$ cat config.mk
export PLATFORM = sky130hd
export DESIGN_NAME = swap_slot_bitmap_allocator_top
export DESIGN_NICKNAME = d
export VERILOG_FILES = /design/src/ssba_pkg.sv /design/src/ssba_ram.sv /design/src/ssba_ctrl.sv /design/src/ssba_dpath.sv /design/src/swap_slot_bitmap_allocator_top.sv
export SDC_FILE = /design/constraint.sdc
export NUM_CORES = 1
export LEC_CHECK = 0
export ABC_CLOCK_PERIOD_IN_PS = 5900
export BUFFER_PORTS_ARGS = -buffer_cell sky130_fd_sc_hd__buf_4
export CAP_MARGIN = 10
export CORE_AREA = 10 10 317 319
export DETAILED_ROUTE_END_ITERATION = 8
export DIE_AREA = 0 0 327 329
export PLACE_DENSITY = 0.77
export SYNTH_ARGS = -nofsm -noshare
export SYNTH_HDL_FRONTEND = slang
export SYNTH_HIERARCHICAL = 1
export SYNTH_SLANG_ARGS = --single-unit
$ cat constraint.sdc
create_clock -name clock -period 5.9 [get_ports clock]
set_input_delay 0.59 -clock clock [delete_from_list [all_inputs] [get_ports clock]]
set_output_delay 0.59 -clock clock [all_outputs]
set_load 0.01 [all_outputs]
$ cat src/ssba_pkg.sv
`default_nettype none
package ssba_pkg;

   localparam int unsigned SLOT_FIELD_W   = 10;
   localparam int unsigned SECTOR_FIELD_W = 13;
   localparam int unsigned COUNT_FIELD_W  = 11;
   localparam int unsigned ROW_BITS       = 32;
   localparam int unsigned ROW_SHIFT      = 5;
   localparam int unsigned CSR_ADDR_W     = 3;
   localparam int unsigned CSR_DATA_W     = 32;

   localparam logic [COUNT_FIELD_W-1:0] SLOT_COUNT_RESET = 11'd1024;
   localparam logic                     REG_SLOT_COUNT   = 1'b0;

   typedef enum logic {
      OP_ALLOC   = 1'b0,
      OP_RELEASE = 1'b1
   } op_type;

   typedef enum logic [1:0] {
      STATUS_OK       = 2'd0,
      STATUS_FULL     = 2'd1,
      STATUS_BAD_SLOT = 2'd2
   } status_type;

   typedef enum logic [1:0] {
      RD_ZERO,
      RD_NEXT,
      RD_REQ
   } rd_src_type;

   typedef struct packed {
      logic       load_req;
      logic       scan_clr;
      logic       scan_inc;
      logic       rd_en;
      rd_src_type rd_src;
      logic       clear_wr;
      logic       alloc_commit;
      logic       release_commit;
      logic       out_load;
      status_type out_status;
   } cmd_type;

   typedef struct packed {
      logic clear_last;
      logic hit;
      logic miss_last;
      logic rel_ok;
      logic beat_last;
      logic out_free;
   } sts_type;

endpackage
`default_nettype wire

$ cat src/ssba_ram.sv
`default_nettype none
module ssba_ram #(
   parameter int unsigned WIDTH = 32,
   parameter int unsigned DEPTH = 32,
   localparam int unsigned ADDR_W = (DEPTH > 1) ? $clog2(DEPTH) : 1
) (
   input  wire logic              clock,
   input  wire logic              wr_en,
   input  wire logic [ADDR_W-1:0] wr_addr,
   input  wire logic [WIDTH-1:0]  wr_data,
   input  wire logic              rd_en,
   input  wire logic [ADDR_W-1:0] rd_addr,
   output logic      [WIDTH-1:0]  rd_data
);

   logic [WIDTH-1:0] mem [DEPTH];
   logic [WIDTH-1:0] rd_data_ff;

   always_ff @(posedge clock) begin
      if (wr_en) begin
         mem[wr_addr] <= wr_data;
      end
      if (rd_en) begin
         rd_data_ff <= mem[rd_addr];
      end
   end

   assign rd_data = rd_data_ff;

endmodule
`default_nettype wire

$ cat src/ssba_ctrl.sv
`default_nettype none
module ssba_ctrl
   import ssba_pkg::*;
(
   input  wire logic    clock,
   input  wire logic    reset,
   input  wire logic    req_valid,
   input  wire logic    req_op,
   output logic         req_ready,
   input  wire sts_type sts,
   output cmd_type      cmd
);

   typedef enum logic [2:0] {
      ST_CLEAR,
      ST_IDLE,
      ST_SCAN,
      ST_CHECK,
      ST_EMIT,
      ST_FULL,
      ST_BAD
   } state_type;

   state_type state_ff;
   state_type state_in;

   always_comb begin
      state_in  = state_ff;
      req_ready = 1'b0;
      cmd       = '0;
      cmd.rd_src     = RD_ZERO;
      cmd.out_status = STATUS_OK;
      unique case (state_ff)
         ST_CLEAR: begin
            cmd.clear_wr = 1'b1;
            cmd.scan_inc = 1'b1;
            if (sts.clear_last) begin
               state_in = ST_IDLE;
            end
         end
         ST_IDLE: begin
            req_ready = 1'b1;
            if (req_valid) begin
               cmd.load_req = 1'b1;
               cmd.scan_clr = 1'b1;
               cmd.rd_en    = 1'b1;
               if (req_op == OP_ALLOC) begin
                  cmd.rd_src = RD_ZERO;
                  state_in   = ST_SCAN;
               end else begin
                  cmd.rd_src = RD_REQ;
                  state_in   = ST_CHECK;
               end
            end
         end
         ST_SCAN: begin
            if (sts.hit) begin
               cmd.alloc_commit = 1'b1;
               state_in         = ST_EMIT;
            end else if (sts.miss_last) begin
               state_in = ST_FULL;
            end else begin
               cmd.rd_en    = 1'b1;
               cmd.rd_src   = RD_NEXT;
               cmd.scan_inc = 1'b1;
            end
         end
         ST_CHECK: begin
            if (sts.rel_ok) begin
               cmd.release_commit = 1'b1;
               state_in           = ST_EMIT;
            end else begin
               state_in = ST_BAD;
            end
         end
         ST_EMIT: begin
            if (sts.out_free) begin
               cmd.out_load   = 1'b1;
               cmd.out_status = STATUS_OK;
               if (sts.beat_last) begin
                  state_in = ST_IDLE;
               end
            end
         end
         ST_FULL: begin
            if (sts.out_free) begin
               cmd.out_load   = 1'b1;
               cmd.out_status = STATUS_FULL;
               state_in       = ST_IDLE;
            end
         end
         ST_BAD: begin
            if (sts.out_free) begin
               cmd.out_load   = 1'b1;
               cmd.out_status = STATUS_BAD_SLOT;
               state_in       = ST_IDLE;
            end
         end
         default: begin
            state_in = ST_CLEAR;
         end
      endcase
   end

   always_ff @(posedge clock) begin
      if (reset) begin
         state_ff <= ST_CLEAR;
      end else begin
         state_ff <= state_in;
      end
   end

endmodule
`default_nettype wire

$ cat src/ssba_dpath.sv
`default_nettype none
module ssba_dpath
   import ssba_pkg::*;
#(
   parameter int unsigned MAX_SLOTS        = 1024,
   parameter int unsigned SECTORS_PER_PAGE = 8
) (
   input  wire logic                      clock,
   input  wire logic                      reset,
   input  wire cmd_type                   cmd,
   output sts_type                        sts,
   input  wire logic [COUNT_FIELD_W-1:0]  slot_count,
   input  wire logic [SLOT_FIELD_W-1:0]   req_slot_index,
   input  wire logic                      rsp_ready,
   output logic                           rsp_valid,
   output logic      [SLOT_FIELD_W-1:0]   rsp_slot,
   output logic      [SECTOR_FIELD_W-1:0] rsp_sector,
   output status_type                     rsp_status,
   output logic                           rsp_last
);

   localparam int unsigned ROWS    = (MAX_SLOTS + ROW_BITS - 1) / ROW_BITS;
   localparam int unsigned ROW_W   = (ROWS > 1) ? $clog2(ROWS) : 1;
   localparam int unsigned LOG_MAX = (MAX_SLOTS > 1) ? $clog2(MAX_SLOTS) : 1;
   localparam int unsigned IDX_W   = (LOG_MAX > SLOT_FIELD_W) ? LOG_MAX : SLOT_FIELD_W;
   localparam int unsigned CMP_W   = ((IDX_W > COUNT_FIELD_W) ? IDX_W : COUNT_FIELD_W) + 1;
   localparam int unsigned BEAT_W  = (SECTORS_PER_PAGE > 1) ? $clog2(SECTORS_PER_PAGE) : 1;
   localparam int unsigned SPP_W   = $clog2(SECTORS_PER_PAGE + 1);
   localparam int unsigned PROD_W  = (IDX_W + SPP_W > SECTOR_FIELD_W) ?
                                     IDX_W + SPP_W : SECTOR_FIELD_W;

   logic [ROW_W-1:0]    scan_addr_ff;
   logic [ROW_W-1:0]    scan_addr_in;
   logic [IDX_W-1:0]    slot_ff;
   logic [IDX_W-1:0]    slot_in;
   logic [BEAT_W-1:0]   beat_ff;
   logic [BEAT_W-1:0]   beat_in;

   logic                rsp_valid_ff;
   logic [SLOT_FIELD_W-1:0]   rsp_slot_ff;
   logic [SECTOR_FIELD_W-1:0] rsp_sector_ff;
   status_type          rsp_status_ff;
   logic                rsp_last_ff;

   logic [CMP_W-1:0]    limit;
   logic [CMP_W-1:0]    count_ext;
   logic [CMP_W-1:0]    base;
   logic [ROW_BITS-1:0] rd_data;
   logic [ROW_BITS-1:0] free_mask;
   logic [ROW_BITS-1:0] low_onehot;
   logic [ROW_SHIFT-1:0] low_idx;
   logic [ROW_BITS-1:0] bit_mask;
   logic [ROW_W-1:0]    slot_row;
   logic [ROW_W-1:0]    req_row;
   logic [IDX_W-1:0]    req_ext;
   logic [ROW_W-1:0]    rd_addr;
   logic                wr_en;
   logic [ROW_W-1:0]    wr_addr;
   logic [ROW_BITS-1:0] wr_data;
   logic [PROD_W-1:0]   sector_full;
   logic                beat_last;

   assign count_ext = CMP_W'(slot_count);
   assign limit     = (count_ext > CMP_W'(MAX_SLOTS)) ? CMP_W'(MAX_SLOTS) : count_ext;
   assign base      = CMP_W'({scan_addr_ff, {ROW_SHIFT{1'b0}}});
   assign req_ext   = IDX_W'(req_slot_index);
   assign req_row   = req_ext[ROW_W+ROW_SHIFT-1:ROW_SHIFT];
   assign slot_row  = slot_ff[ROW_W+ROW_SHIFT-1:ROW_SHIFT];
   assign bit_mask  = ROW_BITS'(1) << slot_ff[ROW_SHIFT-1:0];

   always_comb begin
      for (int j = 0; j < ROW_BITS; j++) begin
         free_mask[j] = !rd_data[j] && ((base | CMP_W'(j)) < limit);
      end
   end

   assign low_onehot = free_mask & (~free_mask + ROW_BITS'(1));

   always_comb begin
      low_idx = '0;
      for (int j = 0; j < ROW_BITS; j++) begin
         if (low_onehot[j]) begin
            low_idx = low_idx | ROW_SHIFT'(j);
         end
      end
   end

   always_comb begin
      unique case (cmd.rd_src)
         RD_ZERO: rd_addr = '0;
         RD_NEXT: rd_addr = scan_addr_ff + ROW_W'(1);
         RD_REQ:  rd_addr = req_row;
         default: rd_addr = '0;
      endcase
   end

   assign wr_en   = cmd.clear_wr || cmd.alloc_commit || cmd.release_commit;
   assign wr_addr = cmd.release_commit ? slot_row : scan_addr_ff;
   always_comb begin
      if (cmd.clear_wr) begin
         wr_data = '0;
      end else if (cmd.alloc_commit) begin
         wr_data = rd_data | low_onehot;
      end else begin
         wr_data = rd_data & ~bit_mask;
      end
   end

   ssba_ram #(
      .WIDTH (ROW_BITS),
      .DEPTH (ROWS)
   ) u_bitmap (
      .clock   (clock),
      .wr_en   (wr_en),
      .wr_addr (wr_addr),
      .wr_data (wr_data),
      .rd_en   (cmd.rd_en),
      .rd_addr (rd_addr),
      .rd_data (rd_data)
   );

   assign beat_last   = (beat_ff == BEAT_W'(SECTORS_PER_PAGE - 1));
   assign sector_full = PROD_W'(slot_ff) * PROD_W'(SECTORS_PER_PAGE) + PROD_W'(beat_ff);

   assign sts.clear_last = (scan_addr_ff == ROW_W'(ROWS - 1));
   assign sts.hit        = |free_mask;
   assign sts.miss_last  = (scan_addr_ff == ROW_W'(ROWS - 1)) ||
                           ((base + CMP_W'(ROW_BITS)) >= limit);
   assign sts.rel_ok     = rd_data[slot_ff[ROW_SHIFT-1:0]] && (CMP_W'(slot_ff) < limit);
   assign sts.beat_last  = beat_last;
   assign sts.out_free   = !rsp_valid_ff || rsp_ready;

   always_comb begin
      scan_addr_in = scan_addr_ff;
      if (cmd.scan_clr) begin
         scan_addr_in = '0;
      end else if (cmd.scan_inc) begin
         scan_addr_in = scan_addr_ff + ROW_W'(1);
      end
      slot_in = slot_ff;
      if (cmd.load_req) begin
         slot_in = req_ext;
      end else if (cmd.alloc_commit) begin
         slot_in = IDX_W'(base | CMP_W'(low_idx));
      end
      beat_in = beat_ff;
      if (cmd.load_req) begin
         beat_in = '0;
      end else if (cmd.out_load && cmd.out_status == STATUS_OK) begin
         beat_in = beat_ff + BEAT_W'(1);
      end
   end

   always_ff @(posedge clock) begin
      if (reset) begin
         scan_addr_ff <= '0;
         beat_ff      <= '0;
         rsp_valid_ff <= 1'b0;
      end else begin
         scan_addr_ff <= scan_addr_in;
         beat_ff      <= beat_in;
         if (cmd.out_load) begin
            rsp_valid_ff <= 1'b1;
         end else if (rsp_ready) begin
            rsp_valid_ff <= 1'b0;
         end
      end
      slot_ff <= slot_in;
      if (cmd.out_load) begin
         rsp_status_ff <= cmd.out_status;
         unique case (cmd.out_status)
            STATUS_OK: begin
               rsp_slot_ff   <= slot_ff[SLOT_FIELD_W-1:0];
               rsp_sector_ff <= sector_full[SECTOR_FIELD_W-1:0];
               rsp_last_ff   <= beat_last;
            end
            STATUS_FULL: begin
               rsp_slot_ff   <= '0;
               rsp_sector_ff <= '0;
               rsp_last_ff   <= 1'b1;
            end
            default: begin
               rsp_slot_ff   <= slot_ff[SLOT_FIELD_W-1:0];
               rsp_sector_ff <= '0;
               rsp_last_ff   <= 1'b1;
            end
         endcase
      end
   end

   assign rsp_valid  = rsp_valid_ff;
   assign rsp_slot   = rsp_slot_ff;
   assign rsp_sector = rsp_sector_ff;
   assign rsp_status = rsp_status_ff;
   assign rsp_last   = rsp_last_ff;

endmodule
`default_nettype wire

$ cat src/swap_slot_bitmap_allocator_top.sv
// First-fit swap slot allocator with one used bit per slot.
// req channel: tuser[0] is the operation (0 allocate, 1 release), tdata[9:0] the
// slot to release. rsp channel: one transaction per page sector on success, the
// final one with tlast; a single transaction with tlast on error. tuser carries
// the status (0 ok, 1 store full, 2 slot not in use or out of range).
// The slot count register sits at byte address 0 of the csr port.
// A release reads the bitmap row of the requested slot and checks its used bit;
// an allocate scans from row 0, reading one 32-slot row of the bitmap memory per
// cycle, and stops at the row that holds the lowest free slot. The sector run of
// a result is paced by the single output register.
// Reset: the bitmap memory is cleared one row per cycle, all ceil(MAX_SLOTS/32)
// rows (32 at the default), while req_tready stays low; csr writes are taken.
// Stall: a result waits in the output register while rsp_tready is low and the
// run pauses; the next request is taken once the last result is registered.
`default_nettype none
module swap_slot_bitmap_allocator_top
   import ssba_pkg::*;
#(
   parameter int unsigned MAX_SLOTS        = 1024,
   parameter int unsigned SECTORS_PER_PAGE = 8
) (
   input  wire logic                  clock,
   input  wire logic                  reset,
   input  wire logic                  req_tvalid,
   output logic                       req_tready,
   input  wire logic [15:0]           req_tdata,   // slot_index, zero fill
   input  wire logic [0:0]            req_tuser,   // operation
   output logic                       rsp_tvalid,
   input  wire logic                  rsp_tready,
   output logic      [23:0]           rsp_tdata,   // slot, sector_address, zero fill
   output logic      [1:0]            rsp_tuser,   // status
   output logic                       rsp_tlast,
   input  wire logic                  csr_psel,
   input  wire logic                  csr_penable,
   input  wire logic                  csr_pwrite,
   input  wire logic [CSR_ADDR_W-1:0] csr_paddr,
   input  wire logic [CSR_DATA_W-1:0] csr_pwdata,
   output logic      [CSR_DATA_W-1:0] csr_prdata,
   output logic                       csr_pready
);

   logic [COUNT_FIELD_W-1:0]  slot_count_ff;
   cmd_type                   cmd;
   sts_type                   sts;
   logic [SLOT_FIELD_W-1:0]   rsp_slot;
   logic [SECTOR_FIELD_W-1:0] rsp_sector;
   status_type                rsp_status;

   assign csr_pready = 1'b1;

   always_ff @(posedge clock) begin
      if (reset) begin
         slot_count_ff <= SLOT_COUNT_RESET;
      end else if (csr_psel && csr_penable && csr_pwrite &&
                   csr_paddr[CSR_ADDR_W-1] == REG_SLOT_COUNT) begin
         slot_count_ff <= csr_pwdata[COUNT_FIELD_W-1:0];
      end
   end

   assign csr_prdata = (csr_paddr[CSR_ADDR_W-1] == REG_SLOT_COUNT) ?
                       CSR_DATA_W'(slot_count_ff) : '0;

   ssba_ctrl u_ctrl (
      .clock     (clock),
      .reset     (reset),
      .req_valid (req_tvalid),
      .req_op    (req_tuser[0]),
      .req_ready (req_tready),
      .sts       (sts),
      .cmd       (cmd)
   );

   ssba_dpath #(
      .MAX_SLOTS        (MAX_SLOTS),
      .SECTORS_PER_PAGE (SECTORS_PER_PAGE)
   ) u_dpath (
      .clock          (clock),
      .reset          (reset),
      .cmd            (cmd),
      .sts            (sts),
      .slot_count     (slot_count_ff),
      .req_slot_index (req_tdata[SLOT_FIELD_W-1:0]),
      .rsp_ready      (rsp_tready),
      .rsp_valid      (rsp_tvalid),
      .rsp_slot       (rsp_slot),
      .rsp_sector     (rsp_sector),
      .rsp_status     (rsp_status),
      .rsp_last       (rsp_tlast)
   );

   assign rsp_tdata = {1'b0, rsp_sector, rsp_slot};
   assign rsp_tuser = rsp_status;

endmodule
`default_nettype wire

Word level (Yosys, flattened, before mapping):

Memory sizes are Yosys's and may differ from the RTL's. A register that Yosys moved wholly into a read port is not among the register bits.
Index checks and enable logic that the tools add are counted.

* memories: 1
* flip-flop bits (word level): 59
* bits of input ports: 59
* memory bits (writable): 1024
* logic and storage cells: 276
* output and inout port bits: 62

* $add $sub $neg: 5
* equality and inequality tests: 16
* order comparisons: 36
* reductions and logical operators: 85
* muxes and demuxes: 115
* bitwise logic cells: 7
* shift-type cells: 1

Memory list
* u_dpath.u_bitmap.mem: depth 32, width 32, rd ports 1, clocked after memory_dff 1, write ports 1, RTL line ssba_ram.sv:16 `logic [WIDTH-1:0] mem [DEPTH];`

Operators with widths (count)
* less-than comparator 10 x 12 -> 1 bit: 33
* two-way mux 3 bit: 34
* two-way mux 32 bit: 3
* two-way mux 5 bit: 19
* AND 32 bit: 2
* inverter 32 bit: 2
* two-way mux 4 bit: 13
* two-way mux 10 bit: 5
* two-way mux 11 bit: 4
* logical AND 1 bit: 37
* logical NOT 1 bit: 33
* adder 32 x 1 -> 32 bit, second input constant: 1
* bitwise OR 32 bit: 1
* OR reduction 32 bit: 1
* << shifter 1 x 5 -> 32 bit, first input constant: 1
* two-way mux 13 bit: 2
* one-hot mux 3 bit (7 select lines): 1
* two-way mux 1 bit: 20
* two-way mux 2 bit: 9
* adder 13 x 3 -> 13 bit: 1
* equality test 3 bit, second input constant: 4
* greater-or-equal comparator 12 bit: 1
* adder 10 x 6 -> 11 bit, second input constant: 1
* > comparator 11 bit, second input constant: 1
* other kinds (25): 36

Longest topological paths before layout:

Gate-level depths: netlist of the first run.

* word-level depth: 42
* depth in mapped cells: 29
* mapped depth without buffers: 22

Hierarchy:

Netlist of the first run, hierarchy kept.

Modules (own cells, without submodules)
* ssba_ram: area an instance 40807.9 um^2, cells each 2260, instances 1, sequential area each 31710.4 um^2
* ssba_dpath: area an instance 4722.0 um^2, cells each 556, instances 1, sequential area each 1261.2 um^2
* swap_slot_bitmap_allocator_top: area an instance 759.5 um^2, cells each 85, instances 1, sequential area each 220.2 um^2
* ssba_ctrl: area an instance 317.8 um^2, cells each 41, instances 1, sequential area each 60.1 um^2

Worst setup path before layout of the first run:

Ideal clock, no wire load.

* path type: flip-flop to flip-flop
* from: reg slot_count_ff[10]
* to: mem u_dpath.u_bitmap.mem[12][0], enable pin
* buffers on the path: 5
* setup time: 0.421 ns
* period minus slack after synthesis: 5.984 ns
* slack: -0.084 ns
* stages on the path, launching flop included: 21
* arrival: 5.563 ns
* data required time: 5.479 ns
* cell sequence: dfxtp_1 > inv_1 > buf_1 > nand2_1 > ha_1 > a21oi_1 > a21oi_1 > nor2_1 > o21ai_0 > nand4bb_1 > buf_2 > nor2_8 > buf_6 > nand4_1 > nand2_1 > nor3_1 > buf_2 > or3_1 > or3b_2 > clkbuf_1 > nor2_1

RTL lines
* start, declared: RTL line swap_slot_bitmap_allocator_top.sv:42 `logic [COUNT_FIELD_W-1:0] slot_count_ff;`
* start signal, assigned: RTL line swap_slot_bitmap_allocator_top.sv:56 `slot_count_ff <= csr_pwdata[COUNT_FIELD_W-1:0];`
* end, declared: RTL line ssba_ram.sv:16

==> results by group, run 1 <==
STA
  • Hold_ws: 0.1840 ns
  • Final setup vio count: 0
  • Skew final: 0.01947 ns
  • Fin. Hold Viols: 0
  • Final TNS setup: 0 ns
  • Worst Max-Slew Pin Slew: 1.269 ns
  • RSZ-0062 raised after global routing: yes
  • Min cycle time layout: 5.756 ns
  • Max-slew violation count: 0
  • Slew HR: 14.78%
  • Final worst slack: 0.1443 ns
  • Fmax: 0.1737 GHz
  • Tcrit/Tclk final: 97.55%

Clock tree
  • Root buf cell: clkbuf_16
  • Num CTS Buffers: 102
  • CTS Sinks: 1,115
  • Worst-skew pair later-pin latency: 0.68 ns
  • CTS Hold Buffers Added: 0
  • CTS Buffer Depth: 3
  • CTS tree: yes
  • Reg clk slew, reported paths: 0.06 ns
  • CTS HTree Levels: 3

Finish
  • Fillcell total: 6,885
  • Diodes inserted: 0
  • Fin area: 54,000 µm²
  • Fin util: 57.26%
  • Multi-input gate area: 12,680 µm²
  • Most frequent cells in the layout: edfxtp_1 (1,092), mux2i_1 (528), buf_4 (228), nand2_1 (137), a21oi_1 (123)
  • Area grow syn2layout: 15.86%
  • Nets: 3,268
  • Register area: 33,250 µm²
  • Most common cell after layout, fill and taps aside: edfxtp_1
  • Share of post-route cells with drive strength above 1: 17.87%

Setup path
  • Crit-path max cell delay: 0.53 ns
  • Setup crit start: slot_count_ff[10]
  • Delay-heaviest family, CP: simple AND/OR/NAND/NOR gates
  • CP Data Required Time: 6.28 ns
  • Critical Path AT: 6.14 ns
  • Setup crit end kind: register
  • CP max FO: 18
  • CP startpoint kind: register
  • Critical path class: register to register
  • Flop-to-flop setup slack: 0.14 ns
  • Worst R2R Path Depth: 24
  • R2r endpoint: u_dpath/u_bitmap/rd_data[28]
  • WP buf/inv: 6
  • Cells along the critical path: inv_2 > nand2_1 > ha_1 > or4b_4 > a211o_1 > a2111oi_4 > a41oi_2 > nand4bb_1 > buf_4 > nor2_8 > nand4_1 > nor4_2 > nand2_1 > inv_1 > ha_2 > a22oi_1 > nor2_4 > buf_12 > buf_16 > buf_4 > mux2i_2 > a21oi_1 > a31oi_1 > nand3_1
  • Setup crit end: u_dpath/u_bitmap/rd_data[28]
  • Slowest-stage cell, CP: or4b_4
  • Worst reg2reg startpoint: slot_count_ff[10]
  • Critical Path Stages: 24

Synth
  • Most used DFF post-synth: edfxtp_1
  • Register area share after synthesis: 71.34%
  • Mux contribution to synthesized area: 12.09%
  • Mapped Cells: 2,942
  • Post-synth EDFFs: 1,092
  • Synth Area in XOR/XNOR: 0.1128%
  • Adder-Cell Fraction of Synth Area: 0.7248%
  • Ys async rst share: 0%
  • Synth top area cells: edfxtp_1 (70%), mux2i_1 (11%), a22oi_1 (1.6%)
  • Mapped cell area: 46,610 µm²
  • Largest family of logic cells by synthesized area: multiplexers
  • Synth top area share: 70.36%
  • Avg Cell Area, Syn: 15.84 µm²
  • Simple logic cell fraction of the synthesized area: 5.933%
  • Syn. warnings: 6
  • Synth Register Bits: 1,115
  • Yosys cell types: 86
  • Compound-Gate Fraction of Synth Area: 7.149%
  • Cell taking the most area after synthesis: edfxtp_1

Routing
  • Drt drc: 0
  • Per-cell routed wire length: 27.37 µm
  • Detailed Route WL: 123,900 µm
  • First-pass iteration count of the detailed router: 7
  • Antenna viol nets, final: 0
  • Initial DRC Count: 3,572
  • Vias: 27.85k
  • Vias per inst: 6.152

Flow run
  • Max_cap viols: 0

Pwr
  • Cell Pwr Density: 284.3 nW/µm²
  • Static Leak: 0.01706 µW
  • Worst VDD drop: 216.9 µV

Global routing
  • GRT Total Usage: 21.96%
  • Vias in the first global route: 27.24k
  • Initial antenna violation count: 1
  • First-pass GRT wire length: 177,400 µm
  • Gr ovfl total: 0
  • Largest net degree at the start of global routing: 44

Place
  • I/O Buffers: 68
  • Final HPWL DP: 73,430 µm
  • Placer congestion estimate: 0.9394
  • Dpl ws: 0.03350 ns
  • Placed inst area: 50,300 µm²

Floorplan
  • Site Rows: 113
  • Chip Width: 327 µm
  • Core region area: 94,300 µm²
  • Initial core utilization: 49.42%
  • Die area: 107,600 µm²
  • Die height: 329 µm
  • I/O pins: 121

Worst hold path
  • Worst Hold Class: input pin to register

Status
  • Status: completed
==> cells by family (layout without fill, tap and decap cells) <==
family	after synthesis	after routing
AO/OA/AOI/OAI	488	488
XOR/XNOR	6	6
adder cells (fa/ha/maj)	27	27
buffers and inverters	212	511
flip-flops	1115	1115
multiplexers	549	549
other	2	23
AND/OR/NAND/NOR	543	543
==> what timing repair did <==
item,CTS,global route
pin swaps,0,4
endpoints found under the setup margin,1,64
cloned,0,9
resized for setup,1,23
setup buffers,0,11
==> registers in the layout, summed over array words and instances, names as in the netlist, 2 cells and up <==
| signal | cells |
|---|---|
| u_dpath/rsp_slot | 10 |
| u_dpath/u_bitmap/rd_data | 32 |
| u_dpath/beat_ff | 3 |
| u_ctrl/state_ff | 3 |
| u_dpath/rsp_status | 2 |
| slot_count_ff | 11 |
| u_dpath/slot_ff | 10 |
| u_dpath/scan_addr_ff | 5 |
| u_dpath/u_bitmap/mem | 1024 |
| u_dpath/rsp_sector | 13 |
==> synthesized netlist by cell type, drive strengths merged, types with 12 or more instances <==
cell type and count:
a211oi 13, a21o 18, a21oi 150, a22o 64, a22oi 102, a31oi 41, and2 28, buf 122
clkbuf 66, dfxtp 23, edfxtp 1092, ha 27, inv 24, mux2i 530, nand2 138, nand2b 34
nand3 114, nand3b 12, nor2 80, nor2b 20, nor3 55, o21ai 41
==> where the power goes <==
group          internal [µW]  switching, µW
Clock                   3470           2810
Sequential              8670           21.1
Combinational            139            239
Total                  12300           3070
==> cell type report <==
cell class | count | area share [%]
clock inverters | 60 | 0.9408
inverters | 24 | 0.1668
flip-flops and latches | 1115 | 61.58
clock buffers | 124 | 4.919
multi-input cells | 1636 | 23.49
well taps | 1265 | 2.931
repair buffers | 303 | 5.971
==> worst reg2reg max path, stage by stage, from the launching register on <==
cell and delay [ns]:
dfxtp_1 0.32, inv_2 0.09, nand2_1 0.09, ha_1 0.30, or4b_4 0.53, a211o_1 0.36, a2111oi_4 0.42, a41oi_2 0.19
nand4bb_1 0.21, buf_4 0.21, nor2_8 0.12, nand4_1 0.15, nor4_2 0.24, nand2_1 0.10, inv_1 0.11, ha_2 0.22
a22oi_1 0.14, nor2_4 0.25, buf_12 0.23, buf_16 0.22, buf_4 0.22, mux2i_2 0.22, a21oi_1 0.09, a31oi_1 0.27
nand3_1 0.17
==> metrics by stage <==
| stage | cells | power, µW |
|---|---|---|
| finish | 4527 | 15350 |
| global route | 4527 | 15760 |
| global placement | 4316 | 9213 |
| detailed placement | 4316 | 9225 |
| floorplan | 2963 | 9055 |
| CTS | 4500 | 15390 |
==> layer usage <==
| layer | part of all wire, % | GRT usage, % | up-vias |
|---|---|---|---|
| met5 | 0.010 | 0 | - |
| met4 | 3.8 | 8.432 | 2 |
| met3 | 10 | 3.921 | 307 |
| met2 | 48 | 36.39 | 1587 |
| met1 | 38 | 28.76 | 13980 |
| li1 | - | - | 11970 |
==> worst min-delay path by stage <==
stage / start / endpoint / slack [ns] / cells past startpoint
after floorplan: slot_count_ff[1] / slot_count_ff[1] / 0.46 / 2
after global placement: slot_count_ff[7] / slot_count_ff[7] / 0.49 / 2
after detailed placement: slot_count_ff[5] / slot_count_ff[5] / 0.49 / 2
after CTS: csr_pwdata[8] / slot_count_ff[8] / 0.16 / 3
after global routing: csr_pwdata[8] / slot_count_ff[8] / 0.20 / 3
final: csr_pwdata[8] / slot_count_ff[8] / 0.18 / 3
Note: power is estimated with default switching activity, not from simulation.
==> run 2: changes to the inputs <==
REMOVE_ABC_BUFFERS = 1   (was unset)
==> results by group, run 2 (synthesis results as in run 1) <==
Status
  • Status: completed (unchanged)

Finish
  • Area grow syn2layout: 17.14% (was 15.86%)
  • Fillcell total: 6,963 (was 6,885)
  • Fin area: 54,590 µm² (was 54,000 µm²)
  • Most frequent cells in the layout: edfxtp_1 (1,092), mux2i_1 (530), buf_4 (306), nand2_1 (137), a21oi_1 (123) (was edfxtp_1 (1,092), mux2i_1 (528), buf_4 (228), nand2_1 (137), a21oi_1 (123))
  • Register area: 33,250 µm² (unchanged)
  • Max reg flops: 1,024 (unchanged)
  • Nets: 3,343 (was 3,268)
  • Share of post-route cells with drive strength above 1: 19.74% (was 17.87%)
  • Non-filler cells, final: 4,608 (was 4,527)
  • Most common cell after layout, fill and taps aside: edfxtp_1 (unchanged)
  • Diodes inserted: 0 (unchanged)
  • Multi-input gate area: 12,730 µm² (was 12,680 µm²)
  • Biggest register: u_dpath/u_bitmap/mem (unchanged)

STA
  • Skew final: 0.05233 ns (was 0.01947 ns)
  • RSZ-0062 raised after global routing: no (was yes)
  • Min cycle time layout: 5.632 ns (was 5.756 ns)
  • Fmax: 0.1775 GHz (was 0.1737 GHz)
  • Tcrit/Tclk final: 95.46% (was 97.55%)
  • Max-slew violation count: 0 (unchanged)
  • Final setup vio count: 0 (unchanged)
  • Fin. Hold Viols: 0 (unchanged)
  • Slew HR: 14.97% (was 14.78%)
  • Worst Max-Slew Pin Slew: 1.275 ns (was 1.269 ns)

Pwr
  • Comb power frac: 2.7% (was 2.5%)
  • Clock network power share: 42.0% (was 41.0%)
  • Static Leak: 0.01745 µW (was 0.01706 µW)
  • Cell Pwr Density: 287.5 nW/µm² (was 284.3 nW/µm²)
  • Worst VDD drop: 310.4 µV (was 216.9 µV)
  • P_int: 12,490 µW (was 12,280 µW)
  • Switching power: 3204 µW (was 3075 µW)
  • Switch share: 20.41% (was 20.03%)
  • Reg power frac: 55.4% (was 56.6%)

Floorplan
  • Core region area: 94,300 µm² (unchanged)
  • Site Rows: 113 (unchanged)
  • I/O pins: 121 (unchanged)
  • Die area: 107,600 µm² (unchanged)
  • Die height: 329 µm (unchanged)
  • Initial core utilization: 49.42% (unchanged)
  • Chip Width: 327 µm (unchanged)

Setup path
  • Worst R2R Path Depth: 26 (was 24)
  • Critical path class: register to register (unchanged)
  • Slowest-stage cell, CP: o41a_1 (was or4b_4)
  • Setup crit end kind: register (unchanged)
  • CP startpoint kind: register (unchanged)
  • Critical Path AT: 6.05 ns (was 6.14 ns)
  • Setup crit start: slot_count_ff[10] (unchanged)
  • Flop-to-flop setup slack: 0.27 ns (was 0.14 ns)
  • R2r endpoint: u_dpath/u_bitmap/rd_data[4] (was u_dpath/u_bitmap/rd_data[28])
  • Crit-path max cell delay: 0.59 ns (was 0.53 ns)
  • CP Data Required Time: 6.32 ns (was 6.28 ns)
  • Setup crit end: u_dpath/u_bitmap/rd_data[4] (was u_dpath/u_bitmap/rd_data[28])
  • Worst reg2reg startpoint: slot_count_ff[10] (unchanged)
  • CP max FO: 12 (was 18)

Clock tree
  • Root buf cell: clkbuf_16 (unchanged)
  • Reg clk slew, reported paths: 0.06 ns (about the same)
  • Worst-skew pair later-pin latency: 0.73 ns (was 0.68 ns)
  • CTS Buffer Depth: 3 (unchanged)
  • CTS Sinks: 1,115 (unchanged)
  • CTS HTree Levels: 3 (unchanged)
  • CTS tree: yes (unchanged)
  • Num CTS Buffers: 109 (was 102)

Routing
  • Vias: 28.34k (was 27.85k)
  • Per-cell routed wire length: 28.05 µm (was 27.37 µm)
  • Initial DRC Count: 3,914 (was 3,572)
  • First-pass iteration count of the detailed router: 7 (unchanged)
  • Vias per inst: 6.151 (was 6.152)
  • Drt drc: 0 (unchanged)
  • Antenna viol nets, final: 0 (unchanged)
  • Detailed Route WL: 129,300 µm (was 123,900 µm)

Place
  • Final HPWL DP: 79,770 µm (was 73,430 µm)
  • Cells after DPL: 4,397 (was 4,316)
  • Placer congestion estimate: 0.9726 (was 0.9394)
  • I/O Buffers: 68 (unchanged)
  • Placed inst area: 50,810 µm² (was 50,300 µm²)

Global routing
  • Gr ovfl total: 0 (unchanged)
  • GRT Total Usage: 23.03% (was 21.96%)
  • Vias in the first global route: 27.43k (was 27.24k)
  • Initial antenna violation count: 2 (was 1)
  • First-pass GRT wire length: 183,700 µm (was 177,400 µm)
  • Largest net degree at the start of global routing: 35 (was 44)

Worst hold path
  • Worst Hold Depth: 3 (unchanged)
  • Worst Hold Class: input pin to register (unchanged)

Flow run
  • Max_cap viols: 0 (unchanged)
==> run 2: cell types whose count changed in the layout (fill, tap and decap cells not counted), moves of 4 or more <==
cell | before | now
nand3_2 | 1 | 5
nand3_1 | 113 | 109
clkbuf_8 | 0 | 7
buf_4 | 228 | 306
clkinv_2 | 20 | 11
clkbuf_1 | 21 | 33
==> run 2: repair_timing <==
action / 4_1_cts / 5_1_grt
buffers inserted: 0 / 4
setup endpoints to repair: 7 / 32
gates cloned: 0 / 4
hold buffers: 0 / 0
pin swaps: 0 / 6
resized for setup: 2 / 31
==> run 2: final cells by class <==
| cell class | instances | share of cell area (%) |
|---|---|---|
| Tap cell | 1265 | 2.899 |
| Clock inverter | 46 | 0.7013 |
| Sequential cell | 1115 | 60.91 |
| Multi-Input combinational cell | 1636 | 23.32 |
| Clock buffer | 151 | 5.491 |
| Timing Repair Buffer | 371 | 6.518 |
| Inverter | 24 | 0.1650 |
==> run 2: worst min path at each step <==
stage | from | end
CTS | csr_pwdata[3] | slot_count_ff[3]
floorplan | slot_count_ff[5] | slot_count_ff[5]
finish | csr_pwdata[3] | slot_count_ff[3]
global placement | slot_count_ff[6] | slot_count_ff[6]
global route | csr_pwdata[3] | slot_count_ff[3]
detailed placement | slot_count_ff[6] | slot_count_ff[6]
==> run 2: layer usage <==
| metal | routed length (µm) | up-vias | global-route usage (%) |
|---|---|---|---|
| met5 | 0 | - | 0 |
| met4 | 4782 | 0 | 8.422 |
| met3 | 15840 | 294 | 5.426 |
| met2 | 59980 | 1771 | 36.52 |
| met1 | 48680 | 14130 | 30.91 |
| li1 | - | 12150 | - |
==> run 2: critical path: cells and delay by family (launching register included) <==
family,cells,cell delay [ns]
adder cells (fa/ha/maj),2,0.66
multiplexers,1,0.22
AND/OR/NAND/NOR,9,1.37
flip-flops,1,0.31
buffers and inverters,9,1.37
AO/OA/AOI/OAI,5,1.37
==> run 2: metrics by stage <==
| step | TNS (ns) | util [%] | power [µW] | hold slack (ns) | setup WS [ns] |
|---|---|---|---|---|---|
| after detailed placement | -0.09294 | 53.88 | 9259 | 0.5301 | -0.06304 |
| after CTS | 0 | 57.47 | 15730 | 0.1316 | 0.03072 |
| after floorplan | -1181.55 | - | 9043 | 0.4565 | -31.54 |
| after global routing | 0 | 57.89 | 16100 | 0.1775 | 0.005135 |
| after global placement | 0 | 53.88 | 9251 | 0.5196 | 0.03173 |
| final | 0 | 57.89 | 15700 | 0.1452 | 0.2677 |
==> run 2: power by group through the flow <==
stage	clock (µW)	sequential, µW	combinational (µW)
after floorplan	0	8860	188
after global placement	0	8850	400
after detailed placement	0	8860	404
after CTS	6640	8690	407
after global routing	6970	8690	440
final	6590	8690	418
